`src/design/assert_macros.svh`:
```
// ----------------------------------------------------------------------------
// assertion macros shared by the sequencer rtl
// all checks sample on aclk and are off while aresetn is low
// ----------------------------------------------------------------------------
`ifndef ASSERT_MACROS_SVH
`define ASSERT_MACROS_SVH

// same-cycle implication
`define FCSS_ASSERT_IMP(lbl, ante, cons, msg) \
    lbl: assert property (@(posedge aclk) disable iff (!aresetn) (ante) |-> (cons)) \
        else $error(msg);

// next-cycle implication
`define FCSS_ASSERT_NXT(lbl, ante, cons, msg) \
    lbl: assert property (@(posedge aclk) disable iff (!aresetn) (ante) |=> (cons)) \
        else $error(msg);

`endif

```
`src/design/fcss_pkg.sv`:
```
// ----------------------------------------------------------------------------
// fcss_pkg
// shared constants, codes, types and the sine table of the step sequencer
// ----------------------------------------------------------------------------
package fcss_pkg;

    // sequencer geometry
    localparam int SAMPLE_RATE = 44100;
    localparam int STEPS       = 16;
    localparam int CHANNELS    = 4;
    localparam int STEP_W      = $clog2(STEPS);
    localparam int CH_W        = 2;
    localparam int ADDR_W      = CH_W + STEP_W;
    localparam int NOTE_DEPTH  = CHANNELS * STEPS;

    // field widths
    localparam int FREQ_W   = 12;
    localparam int IDX_W    = 20;
    localparam int SPS_W    = 16;
    localparam int AMP_W    = 15;
    localparam int SAMPLE_W = 15;
    localparam int FIELD_STEP_W = 4;

    // phase widths: phase < rate, remainder < 2 * rate
    localparam int PH_W  = $clog2(SAMPLE_RATE + 1);
    localparam int R2_W  = PH_W + 1;
    localparam int MAG_W = (PH_W > 16) ? PH_W : 16;

    // rate constants and reciprocals for division by a constant
    localparam logic [31:0] RATE_C    = 32'(SAMPLE_RATE);
    localparam logic [31:0] RATE2_C   = 32'(2 * SAMPLE_RATE);
    localparam logic [31:0] RATE4_C   = 32'(4 * SAMPLE_RATE);
    localparam logic [31:0] RECIP_R   = 32'((64'd1 << 32) / SAMPLE_RATE);
    localparam logic [31:0] RECIP_2R  = 32'((64'd1 << 32) / (2 * SAMPLE_RATE));

    // request kinds
    localparam logic [1:0] KIND_WRITE   = 2'd0;
    localparam logic [1:0] KIND_RENDER  = 2'd1;
    localparam logic [1:0] KIND_RESTART = 2'd2;

    // channel waveforms
    localparam logic [CH_W-1:0] CH_SINE     = 2'd0;
    localparam logic [CH_W-1:0] CH_SQUARE   = 2'd1;
    localparam logic [CH_W-1:0] CH_TRIANGLE = 2'd2;
    localparam logic [CH_W-1:0] CH_SAW      = 2'd3;

    // one channel lookup into the wave pipeline
    typedef struct packed {
        logic              valid;
        logic [CH_W-1:0]   chan;
        logic [FREQ_W-1:0] freq;
    } wave_req_t;

    // one channel output from the wave pipeline
    typedef struct packed {
        logic                       valid;
        logic [CH_W-1:0]            chan;
        logic signed [SAMPLE_W-1:0] value;
    } wave_rsp_t;

    // quarter-wave sine, 15-bit fraction, sin(k*pi/32)
    function automatic logic [15:0] sine_q(input logic [4:0] idx);
        logic [15:0] val;
        case (idx)
            5'd0:    val = 16'd0;
            5'd1:    val = 16'd3212;
            5'd2:    val = 16'd6393;
            5'd3:    val = 16'd9512;
            5'd4:    val = 16'd12540;
            5'd5:    val = 16'd15447;
            5'd6:    val = 16'd18205;
            5'd7:    val = 16'd20788;
            5'd8:    val = 16'd23170;
            5'd9:    val = 16'd25330;
            5'd10:   val = 16'd27246;
            5'd11:   val = 16'd28899;
            5'd12:   val = 16'd30274;
            5'd13:   val = 16'd31357;
            5'd14:   val = 16'd32138;
            5'd15:   val = 16'd32610;
            5'd16:   val = 16'd32768;
            default: val = 16'd0;
        endcase
        return val;
    endfunction

endpackage

```
`src/design/fcss_wave_pipe.sv`:
```
// ----------------------------------------------------------------------------
// fcss_wave_pipe
// ten-stage pipeline: phase, waveform shaping and scaling of one channel
// per request, any channel in any slot
// ----------------------------------------------------------------------------
module fcss_wave_pipe (
    input  logic                         aclk,
    input  logic                         aresetn,
    input  logic [fcss_pkg::AMP_W-1:0]   amp,
    input  logic [fcss_pkg::IDX_W-1:0]   sample_idx,
    input  fcss_pkg::wave_req_t          req,
    output fcss_pkg::wave_rsp_t          rsp
);

    localparam int NSTG = 10;

    typedef struct packed {
        logic [fcss_pkg::CH_W-1:0] ch;
        logic                      z;
    } tag_t;

    // stage valid and tag shift line
    logic [NSTG-1:0] vld_reg;
    tag_t            tag_reg [NSTG];

    // stage payload
    logic [31:0]                 s1_n_reg;
    logic [31:0]                 s2_n_reg;
    logic [31:0]                 s2_q_reg;
    logic [fcss_pkg::R2_W-1:0]   s3_r_reg;
    logic [fcss_pkg::PH_W-1:0]   s4_p_reg;
    logic [fcss_pkg::PH_W-1:0]   s5_p_reg;
    logic [fcss_pkg::MAG_W-1:0]  s5_w_reg;
    logic                        s5_neg_reg;
    logic [fcss_pkg::PH_W-1:0]   s6_p_reg;
    logic [fcss_pkg::MAG_W-1:0]  s6_w_reg;
    logic [31:0]                 s6_mul_reg;
    logic                        s6_neg_reg;
    logic [15:0]                 s7_x_reg;
    logic [31:0]                 s7_m_reg;
    logic                        s7_neg_reg;
    logic [15:0]                 s8_t0_reg;
    logic [15:0]                 s8_dl_reg;
    logic [9:0]                  s8_wt_reg;
    logic                        s8_full_reg;
    logic [31:0]                 s8_prod_reg;
    logic [31:0]                 s8_m_reg;
    logic [15:0]                 s8_q_reg;
    logic                        s8_neg_reg;
    logic [15:0]                 s9_val_reg;
    logic                        s9_neg_reg;
    logic signed [fcss_pkg::SAMPLE_W-1:0] s10_val_reg;

    // stage 2: quotient estimate of the phase product
    logic [63:0] s2_prod;
    assign s2_prod = {32'd0, s1_n_reg} * {32'd0, fcss_pkg::RECIP_R};

    // stage 3: remainder below twice the rate
    logic [31:0] s3_rem;
    assign s3_rem = s2_n_reg - 32'(s2_q_reg * fcss_pkg::RATE_C);

    // stage 5: sine index estimate and triangle, saw, square shaping
    logic [31:0] p32;
    logic [63:0] xe_prod;
    logic [31:0] tq;
    logic [31:0] td;
    logic [31:0] sq;
    logic        tri_neg;
    logic        saw_neg;
    logic        sqr_neg;
    logic [31:0] tri_mag;
    logic [31:0] saw_mag;
    logic [fcss_pkg::MAG_W-1:0] s5_w;
    logic                       s5_neg;

    always_comb begin
        p32     = 32'(s4_p_reg);
        xe_prod = {32'd0, p32} * {32'd0, fcss_pkg::RECIP_R};
        // triangle: fold (4p + R) mod 4R around 2R
        tq = (p32 << 2) + fcss_pkg::RATE_C;
        if (tq >= fcss_pkg::RATE4_C) begin
            tq = tq - fcss_pkg::RATE4_C;
        end
        td      = (tq >= fcss_pkg::RATE2_C) ? tq - fcss_pkg::RATE2_C
                                            : fcss_pkg::RATE2_C - tq;
        tri_neg = td > fcss_pkg::RATE_C;
        tri_mag = tri_neg ? td - fcss_pkg::RATE_C : fcss_pkg::RATE_C - td;
        // saw: (2p + R) mod 2R offset by R
        sq = (p32 << 1) + fcss_pkg::RATE_C;
        if (sq >= fcss_pkg::RATE2_C) begin
            sq = sq - fcss_pkg::RATE2_C;
        end
        saw_neg = sq < fcss_pkg::RATE_C;
        saw_mag = saw_neg ? fcss_pkg::RATE_C - sq : sq - fcss_pkg::RATE_C;
        sqr_neg = !((p32 << 1) < fcss_pkg::RATE_C);
        case (tag_reg[3].ch)
            fcss_pkg::CH_SINE: begin
                s5_w   = fcss_pkg::MAG_W'(xe_prod[47:16]);
                s5_neg = 1'b0;
            end
            fcss_pkg::CH_SQUARE: begin
                s5_w   = '0;
                s5_neg = sqr_neg;
            end
            fcss_pkg::CH_TRIANGLE: begin
                s5_w   = fcss_pkg::MAG_W'(tri_mag);
                s5_neg = tri_neg;
            end
            default: begin
                s5_w   = fcss_pkg::MAG_W'(saw_mag);
                s5_neg = saw_neg;
            end
        endcase
    end

    // stage 6: one shared multiplier, index times rate or amplitude times level
    logic [31:0] s6_opb;
    assign s6_opb = (tag_reg[4].ch == fcss_pkg::CH_SINE) ? fcss_pkg::RATE_C : 32'(amp);

    // stage 7: sine index correction, level quotient estimate
    logic [31:0] s7_rem;
    logic [15:0] s7_x;
    logic [63:0] s7_qprod;
    assign s7_rem   = (32'(s6_p_reg) << 16) - s6_mul_reg;
    assign s7_qprod = {32'd0, s6_mul_reg} * {32'd0, fcss_pkg::RECIP_2R};
    always_comb begin
        if (tag_reg[5].ch == fcss_pkg::CH_SINE) begin
            s7_x = (s7_rem >= fcss_pkg::RATE_C) ? 16'(s6_w_reg) + 16'd1 : 16'(s6_w_reg);
        end else begin
            s7_x = 16'(s7_qprod[63:32]);
        end
    end

    // stage 8: quadrant fold and table lookup
    logic [14:0] s8_v;
    logic [4:0]  s8_i;
    logic [15:0] s8_t0;
    logic [15:0] s8_t1;
    assign s8_v  = s7_x_reg[14] ? 15'd16384 - {1'b0, s7_x_reg[13:0]} : {1'b0, s7_x_reg[13:0]};
    assign s8_i  = {1'b0, s8_v[13:10]};
    assign s8_t0 = fcss_pkg::sine_q(s8_i);
    assign s8_t1 = fcss_pkg::sine_q(s8_i + 5'd1);

    // stage 9: interpolation or quotient correction
    logic [25:0] s9_ip;
    logic [31:0] s9_rem;
    logic [15:0] s9_val;
    assign s9_ip  = 26'(s8_dl_reg) * 26'(s8_wt_reg);
    assign s9_rem = s8_m_reg - s8_prod_reg;
    always_comb begin
        if (tag_reg[7].ch == fcss_pkg::CH_SINE) begin
            s9_val = s8_full_reg ? 16'd32768 : s8_t0_reg + 16'(s9_ip >> 10);
        end else begin
            s9_val = (s9_rem >= fcss_pkg::RATE2_C) ? s8_q_reg + 16'd1 : s8_q_reg;
        end
    end

    // stage 10: amplitude scaling and sign
    logic [31:0] s10_sm;
    logic [13:0] s10_mag;
    assign s10_sm = 32'(s9_val_reg) * 32'(amp);
    always_comb begin
        case (tag_reg[8].ch)
            fcss_pkg::CH_SINE:   s10_mag = s10_sm[29:16];
            fcss_pkg::CH_SQUARE: s10_mag = amp[14:1];
            default:             s10_mag = s9_val_reg[13:0];
        endcase
        if (tag_reg[8].z) begin
            s10_mag = '0;
        end
    end

    // valid shift line
    always_ff @(posedge aclk) begin
        if (!aresetn) begin
            vld_reg <= '0;
        end else begin
            vld_reg <= {vld_reg[NSTG-2:0], req.valid};
        end
    end

    // payload stages
    always_ff @(posedge aclk) begin
        tag_reg[0] <= '{ch: req.chan, z: (req.freq == '0)};
        for (int k = 1; k < NSTG; k++) begin
            tag_reg[k] <= tag_reg[k-1];
        end
        s1_n_reg    <= 32'(sample_idx) * 32'(req.freq);
        s2_n_reg    <= s1_n_reg;
        s2_q_reg    <= s2_prod[63:32];
        s3_r_reg    <= fcss_pkg::R2_W'(s3_rem);
        s4_p_reg    <= (32'(s3_r_reg) >= fcss_pkg::RATE_C)
                       ? fcss_pkg::PH_W'(32'(s3_r_reg) - fcss_pkg::RATE_C)
                       : fcss_pkg::PH_W'(s3_r_reg);
        s5_p_reg    <= s4_p_reg;
        s5_w_reg    <= s5_w;
        s5_neg_reg  <= s5_neg;
        s6_p_reg    <= s5_p_reg;
        s6_w_reg    <= s5_w_reg;
        s6_mul_reg  <= 32'(32'(s5_w_reg) * s6_opb);
        s6_neg_reg  <= s5_neg_reg;
        s7_x_reg    <= s7_x;
        s7_m_reg    <= s6_mul_reg;
        s7_neg_reg  <= s6_neg_reg;
        s8_t0_reg   <= s8_t0;
        s8_dl_reg   <= s8_t1 - s8_t0;
        s8_wt_reg   <= s8_v[9:0];
        s8_full_reg <= s8_v[14];
        s8_prod_reg <= 32'(32'(s7_x_reg) * fcss_pkg::RATE2_C);
        s8_m_reg    <= s7_m_reg;
        s8_q_reg    <= s7_x_reg;
        s8_neg_reg  <= (tag_reg[6].ch == fcss_pkg::CH_SINE) ? s7_x_reg[15] : s7_neg_reg;
        s9_val_reg  <= s9_val;
        s9_neg_reg  <= s8_neg_reg;
        s10_val_reg <= s9_neg_reg ? fcss_pkg::SAMPLE_W'(15'd0 - {1'b0, s10_mag})
                                  : fcss_pkg::SAMPLE_W'({1'b0, s10_mag});
    end

    assign rsp.valid = vld_reg[NSTG-1];
    assign rsp.chan  = tag_reg[NSTG-1].ch;
    assign rsp.value = s10_val_reg;

endmodule

```
`config.mk`:
```
export PLATFORM = sky130hd
export DESIGN_NAME = fcss_wave_pipe
export DESIGN_NICKNAME = d
export VERILOG_FILES = /design/src/design/assert_macros.svh /design/src/design/fcss_pkg.sv /design/src/design/fcss_wave_pipe.sv
export SDC_FILE = /design/constraint.sdc
export NUM_CORES = 2
export LEC_CHECK = 0
export ABC_AREA = 1
export ABC_CLOCK_PERIOD_IN_PS = 18310
export BUFFER_PORTS_ARGS = -buffer_cell sky130_fd_sc_hd__buf_4
export CORE_ASPECT_RATIO = 2
export CORE_MARGIN = 4
export CORE_UTILIZATION = 60
export CTS_BUF_LIST = sky130_fd_sc_hd__clkbuf_4 sky130_fd_sc_hd__clkbuf_8 sky130_fd_sc_hd__clkbuf_16
export CTS_CLUSTER_DIAMETER = 50
export CTS_CLUSTER_SIZE = 8
export DETAILED_ROUTE_END_ITERATION = 10
export PLACE_DENSITY_LB_ADDON = 0.05
export SLEW_MARGIN = 30
export SYNTH_ARGS = -nofsm -noshare
export SYNTH_HDL_FRONTEND = slang
export SYNTH_SLANG_ARGS = --single-unit
```
`constraint.sdc`:
```
create_clock -name aclk -period 18.31 [get_ports aclk]
set_clock_uncertainty 0.2 [all_clocks]
set_input_delay 1.831 -clock aclk [delete_from_list [all_inputs] [get_ports aclk]]
set_output_delay 1.831 -clock aclk [all_outputs]
set_load 0.02 [all_outputs]
```
* After elaboration in Yosys (flattened, before gate mapping) *
Memory sizes are Yosys's and may differ from the RTL's.
Index checks and enable logic that the tools add are counted.

word-level totals
  bits in read-only memories = 1024
  memories = 3
  logic and storage cells = 100
  bits of input ports = 52
  flip-flop bits (word level) = 409
  memory bits (writable) = 30

memories
  memory            depth  bits a word  read ports  clocked after memory_dff  write ports  RTL line              source
  (name not given)  32     16           1           0                         0            fcss_pkg.sv:64        case (idx)
  (name not given)  32     16           1           0                         0            fcss_pkg.sv:64
  tag_reg           10     3            10          0                         10           fcss_wave_pipe.sv:24  tag_t tag_reg [NSTG];

operators by class
  reductions and logical operators = 8
  add/subtract/negate cells = 21
  $lt $le $gt $ge = 9
  multipliers = 9
  mux-type cells = 19
  equality and inequality tests = 3

operator list
  cell                      number
  $mux W16                  9
  $mux W32                  3
  $ge A32 B17 Y1 const B    2
  $sub A32 B32 Y32          2
  $mul A32 B17 Y49 const B  1
  $mul A32 B16 Y48 const B  1
  $pmux W16 S3              1
  $sub A16 B16 Y16 const B  3
  $mux W14                  3
  $add A16 B1 Y16 const B   2
  $ge A32 B16 Y1 const B    1
  $gt A32 B16 Y1 const B    1
  $lt A32 B16 Y1 const B    1
  $mul A16 B16 Y32          1
  $mul A16 B17 Y32 const B  1
  $mul A20 B12 Y32          1
  $sub A16 B16 Y16 const A  2
  $sub A17 B32 Y32 const A  1
  $sub A32 B17 Y32 const B  1
  $mul A16 B15 Y30          1
  $mul A16 B14 Y29 const B  1
  $pmux W14 S2              1
  $mul A16 B10 Y26          1
  $sub A19 B18 Y20 const B  1
  other kinds (21)          27

* Longest topological paths before layout *
  depth in word-level cells = 8
  gate-level depth with buffers = 47
  gate-level depth less buffers = 45

* Worst setup path after synthesis *
Ideal clock, no wire load.

  path kind = input to register
  start point = input amp[7] (netlist name)
  end point = register s6_mul_reg[31]
  buffers on the path = 2
  arrival = 7.903 ns
  setup slack = 10.087 ns
  stages on the path = 37
  data required time = 17.989 ns
  cells stage by stage = clkbuf_1 > inv_1 > nor2_1 > clkbuf_1 > nand2_1 > fa_1 > inv_1 > fa_1 > inv_1 > fa_1 > inv_1 > fa_1 > inv_1 > fa_1 > inv_1 > fa_1 > ha_1 > nand2_1 > o21ai_0 > a21oi_1 > o21ai_0 > nand3_1 > nand2_1 > nand3_1 > nand2_1 > nand3_1 > nand2_1 > nand3_1 > nand2_1 > nand2_1 > nand2_1 > nand3_1 > nand2_1 > a21oi_1 > nor2_1 > nor2_1 > xnor2_1

on the way
  longest elaborated chain between the ends = 2

RTL lines
  item                  RTL line               source
  from (decl)           fcss_wave_pipe.sv:9    input logic [fcss_pkg::AMP_W-1:0] amp,
  $mux W16              fcss_wave_pipe.sv:118  assign s6_opb = (tag_reg[4].ch == fcss_pkg::CH_SINE) ? fcss_pkg::RATE_C : 32'(amp);
  $mul A16 B16 Y32      fcss_wave_pipe.sv:200  s6_mul_reg <= 32'(32'(s5_w_reg) * s6_opb);
  to (signal assigned)  fcss_wave_pipe.sv:200
  to (decl)             fcss_wave_pipe.sv:37   logic [31:0] s6_mul_reg;

No other way between the ends.
A chain may end at the register's enable or synchronous reset.

* Final worst setup path *
  start point = input amp[1] (netlist name)
  end point = register s6_mul_reg[31]

Same word-level chain as after synthesis.

==> impl_results.md <==
- Outcome: complete, no violations
- Drt first pass iters: 8
- WHS Path Cells: 0
- Critical R2R Launch: s8_wt_reg[6]$_DFF_P_
- Total core area: 131000 sq um
- Die area: around 140000 sq um
- All-layer global routing usage: 34.62%
- Post-synth cell types: 66
- Height of the die: 521.1 microns
- Data required time of the critical path: roughly 19000 ps
- Post-Route WL: roughly 230 mm
- Initial Utilization: 60.29%
- Crit-path most repeated cell: nand2_1
- Worst Max-Slew Pin Slew: 1008 ps
- Most instantiated cells after synthesis: inv_1 (2295), nand2_1 (1864), fa_1 (1366)
- Ys flop type: dfxtp_1
- H-tree depth: 3
- Worst hold endpoint: s3_r_reg[0]$_DFF_P_
- Arrival time at the worst endpoint: roughly 9400 ps
- Setup_tns: 0 ps
- R2R Setup Slk: 10090 ps
- Global-route wire length before repair: ~370 mm
- Boundary Pins: 70
- Most frequent cell after synthesis: inv_1
- Drt via density: 5.531
- Crit share post-route: 49.18%
- Hold-fix buffers at CTS: 0
- HPWL after DPL: ~200 mm
- Area delta synth->final: 5.757%
- Max-slew violations: 0
- Synth Instances: 9465
- Async S/R FF share, synth: 0%
- Hold Crit Class: flip-flop to flip-flop
- Root Driver: clkbuf_16
- Highest clock rate: approximately 110 MHz
- CTS tree: done
- Initial antenna violation count: 10
- CP max-delay cell: nor2_1
- Detail Route Antenna Nets: 0
- Final hold violation count: 0
- Wire per inst: between 20 and 25 microns
- Drt initial violations: 2745
- Startpoint types: primary input
- Sequential cell area fraction in the yosys report: 10.75%
- Die Span X: 264.6 microns
- Global route overflow: 0
- Yosys reg bits: roughly 420
- Setup violators final: 0
- R2R cell count: 39
- Placer Congestion: roughly 0.99
- Max-cap violation count: 0
- CTS Buf Count: 71
- Clock Path Buffers: 3
- CP top delay family: adder cells
- Area leader, netlist: fa_1
- YS warnings: 0
- WP buf/inv: 5
- CTS sink count: approximately 420
- Post-synth EDFFs: 0
- CP Max Fanout: 16
- Critical path class: primary input to flip-flop
- Vias post-DR: slightly above 60k
- DRC: 0
- Setup bufs post-CTS: 0
- CTS resizes: 0
- Slowest stage delay, CP: about 560 ps
- Synth top area cells: fa_1 (35%), ha_1 (18%), inv_1 (11%), dfxtp_1 (11%), nand2_1 (8.9%)
- Syn nets: about 12k
- Port Buffers: between 60 and 70
- Clk Latency, worst-skew pair: between 600 and 700 ps
- Unrepaired setup endpoints after global routing: no
- Number of global-route vias before repair: 68.75k
- Reg2Reg Capture Point: s9_val_reg[14]$_DFF_P_
- Row cnt: around 190
- Clk pin slew, worst setup/hold paths: 50 ps
- Worst Setup End Kind: flip-flop
- Min-Delay Startpoint: s2_n_reg[0]$_DFF_P_
- Top cell type's share of synthesized area: 34.62%
- Nets: ~12k
- Syn_area_per_cell: between 8 and 9 sq um
- Largest net degree at the start of global routing: 32
- Post-Syn Area: 78990 sq um
- Final min period: 9005 ps
- Share of post-route cells with drive strength above 1: 3.931%
- Rel. slew slack: 32.69%
[metal layers]
layer / global-route usage, % / part of all wire (%) / wire (microns)
met5: 0 / 0.020 / 46
met2: 68.59 / 57 / 132500
met3: 3.848 / 3.3 / 7830
met1: 29.04 / 28 / 66360
met4: 31.60 / 12 / 27500
[metrics by stage]
step	instances	setup slack [ps]	instance area [sq um]	hold slack [ps]	util [%]
6_report	11210	9305	83530	100.3	63.76
5_1_grt	11210	8831	83520	99.53	63.75
4_1_cts	11200	9340	83500	90.93	63.73
3_5_place_dp	11100	8649	81300	112.1	62.05
3_3_place_gp	11100	8620	81300	109.8	62.05
2_1_floorplan	9465	10090	78990	109.6	-
[placed cells by master (no fill, tap or decap), types with 4 or more instances in the layout]
cell | synthesis | layout
inv_2 | 21 | 21
nor2_4 | 9 | 9
diode_2 | 0 | 13
o21bai_1 | 11 | 11
o221ai_1 | 7 | 7
o21a_1 | 10 | 10
fa_1 | 1366 | 1366
xnor2_1 | 104 | 104
nor2_1 | 444 | 441
o21ai_1 | 33 | 34
dfxtp_1 | 424 | 421
a211oi_1 | 13 | 13
clkinv_4 | 0 | 5
bufinv_16 | 0 | 4
inv_1 | 2295 | 2295
nand2_1 | 1864 | 1864
a21boi_0 | 13 | 13
nand3_2 | 8 | 8
nor2_2 | 14 | 17
nand3_1 | 317 | 317
nand4_1 | 33 | 33
o211ai_1 | 25 | 25
nor3_1 | 43 | 43
clkbuf_8 | 0 | 4
clkinv_1 | 8 | 8
nand3b_1 | 12 | 12
xor2_1 | 266 | 266
ha_1 | 1137 | 1137
or2_2 | 27 | 27
clkbuf_16 | 0 | 71
buf_4 | 7 | 140
a31oi_1 | 9 | 9
a21o_1 | 16 | 16
a21oi_1 | 397 | 396
nand2_2 | 39 | 39
o22ai_1 | 4 | 4
o21ai_0 | 199 | 198
nor4_1 | 24 | 24
clkinv_16 | 0 | 4
o31ai_1 | 10 | 10
[kinds of logic after synthesis]
family,after synthesis,synth area share (%)
DFF,424,10.75
xor gates and xnor gates,370,4.103
AOI/OAI and AO/OA,778,5.443
buffers and inverters,2537,12.17
adders and majority gates,2503,52.63
and+or+nand+nor,2853,14.91
[area by class of cell]
cell class / instances / area, sq um
Antenna cell: 13 / 32.53
Clock buffer: 77 / 1847
Clock inverter: 20 / 346.6
Fill cell: 11660 / 47490
Inverter: 2324 / 8723
Multi-Input combinational cell: 6504 / 60900
Sequential cell: 424 / 8492
Tap cell: 1710 / 2140
Timing Repair Buffer: 140 / 1051
[worst max-delay path by stage]
stage / depth (start not counted) / from / endpoint / slack (ps)
2_1_floorplan: 37 / amp[7] / s6_mul_reg[31]$_DFF_P_ / 10090
3_3_place_gp: 36 / amp[3] / s6_mul_reg[31]$_DFF_P_ / 8620
3_5_place_dp: 36 / amp[1] / s6_mul_reg[31]$_DFF_P_ / 8650
4_1_cts: 36 / amp[1] / s6_mul_reg[31]$_DFF_P_ / 9340
5_1_grt: 36 / amp[3] / s6_mul_reg[31]$_DFF_P_ / 8830
6_report: 36 / amp[1] / s6_mul_reg[31]$_DFF_P_ / 9300
Power is not shown: default switching activity piles up to over one toggle a cycle in this logic, so the estimate is an artifact.
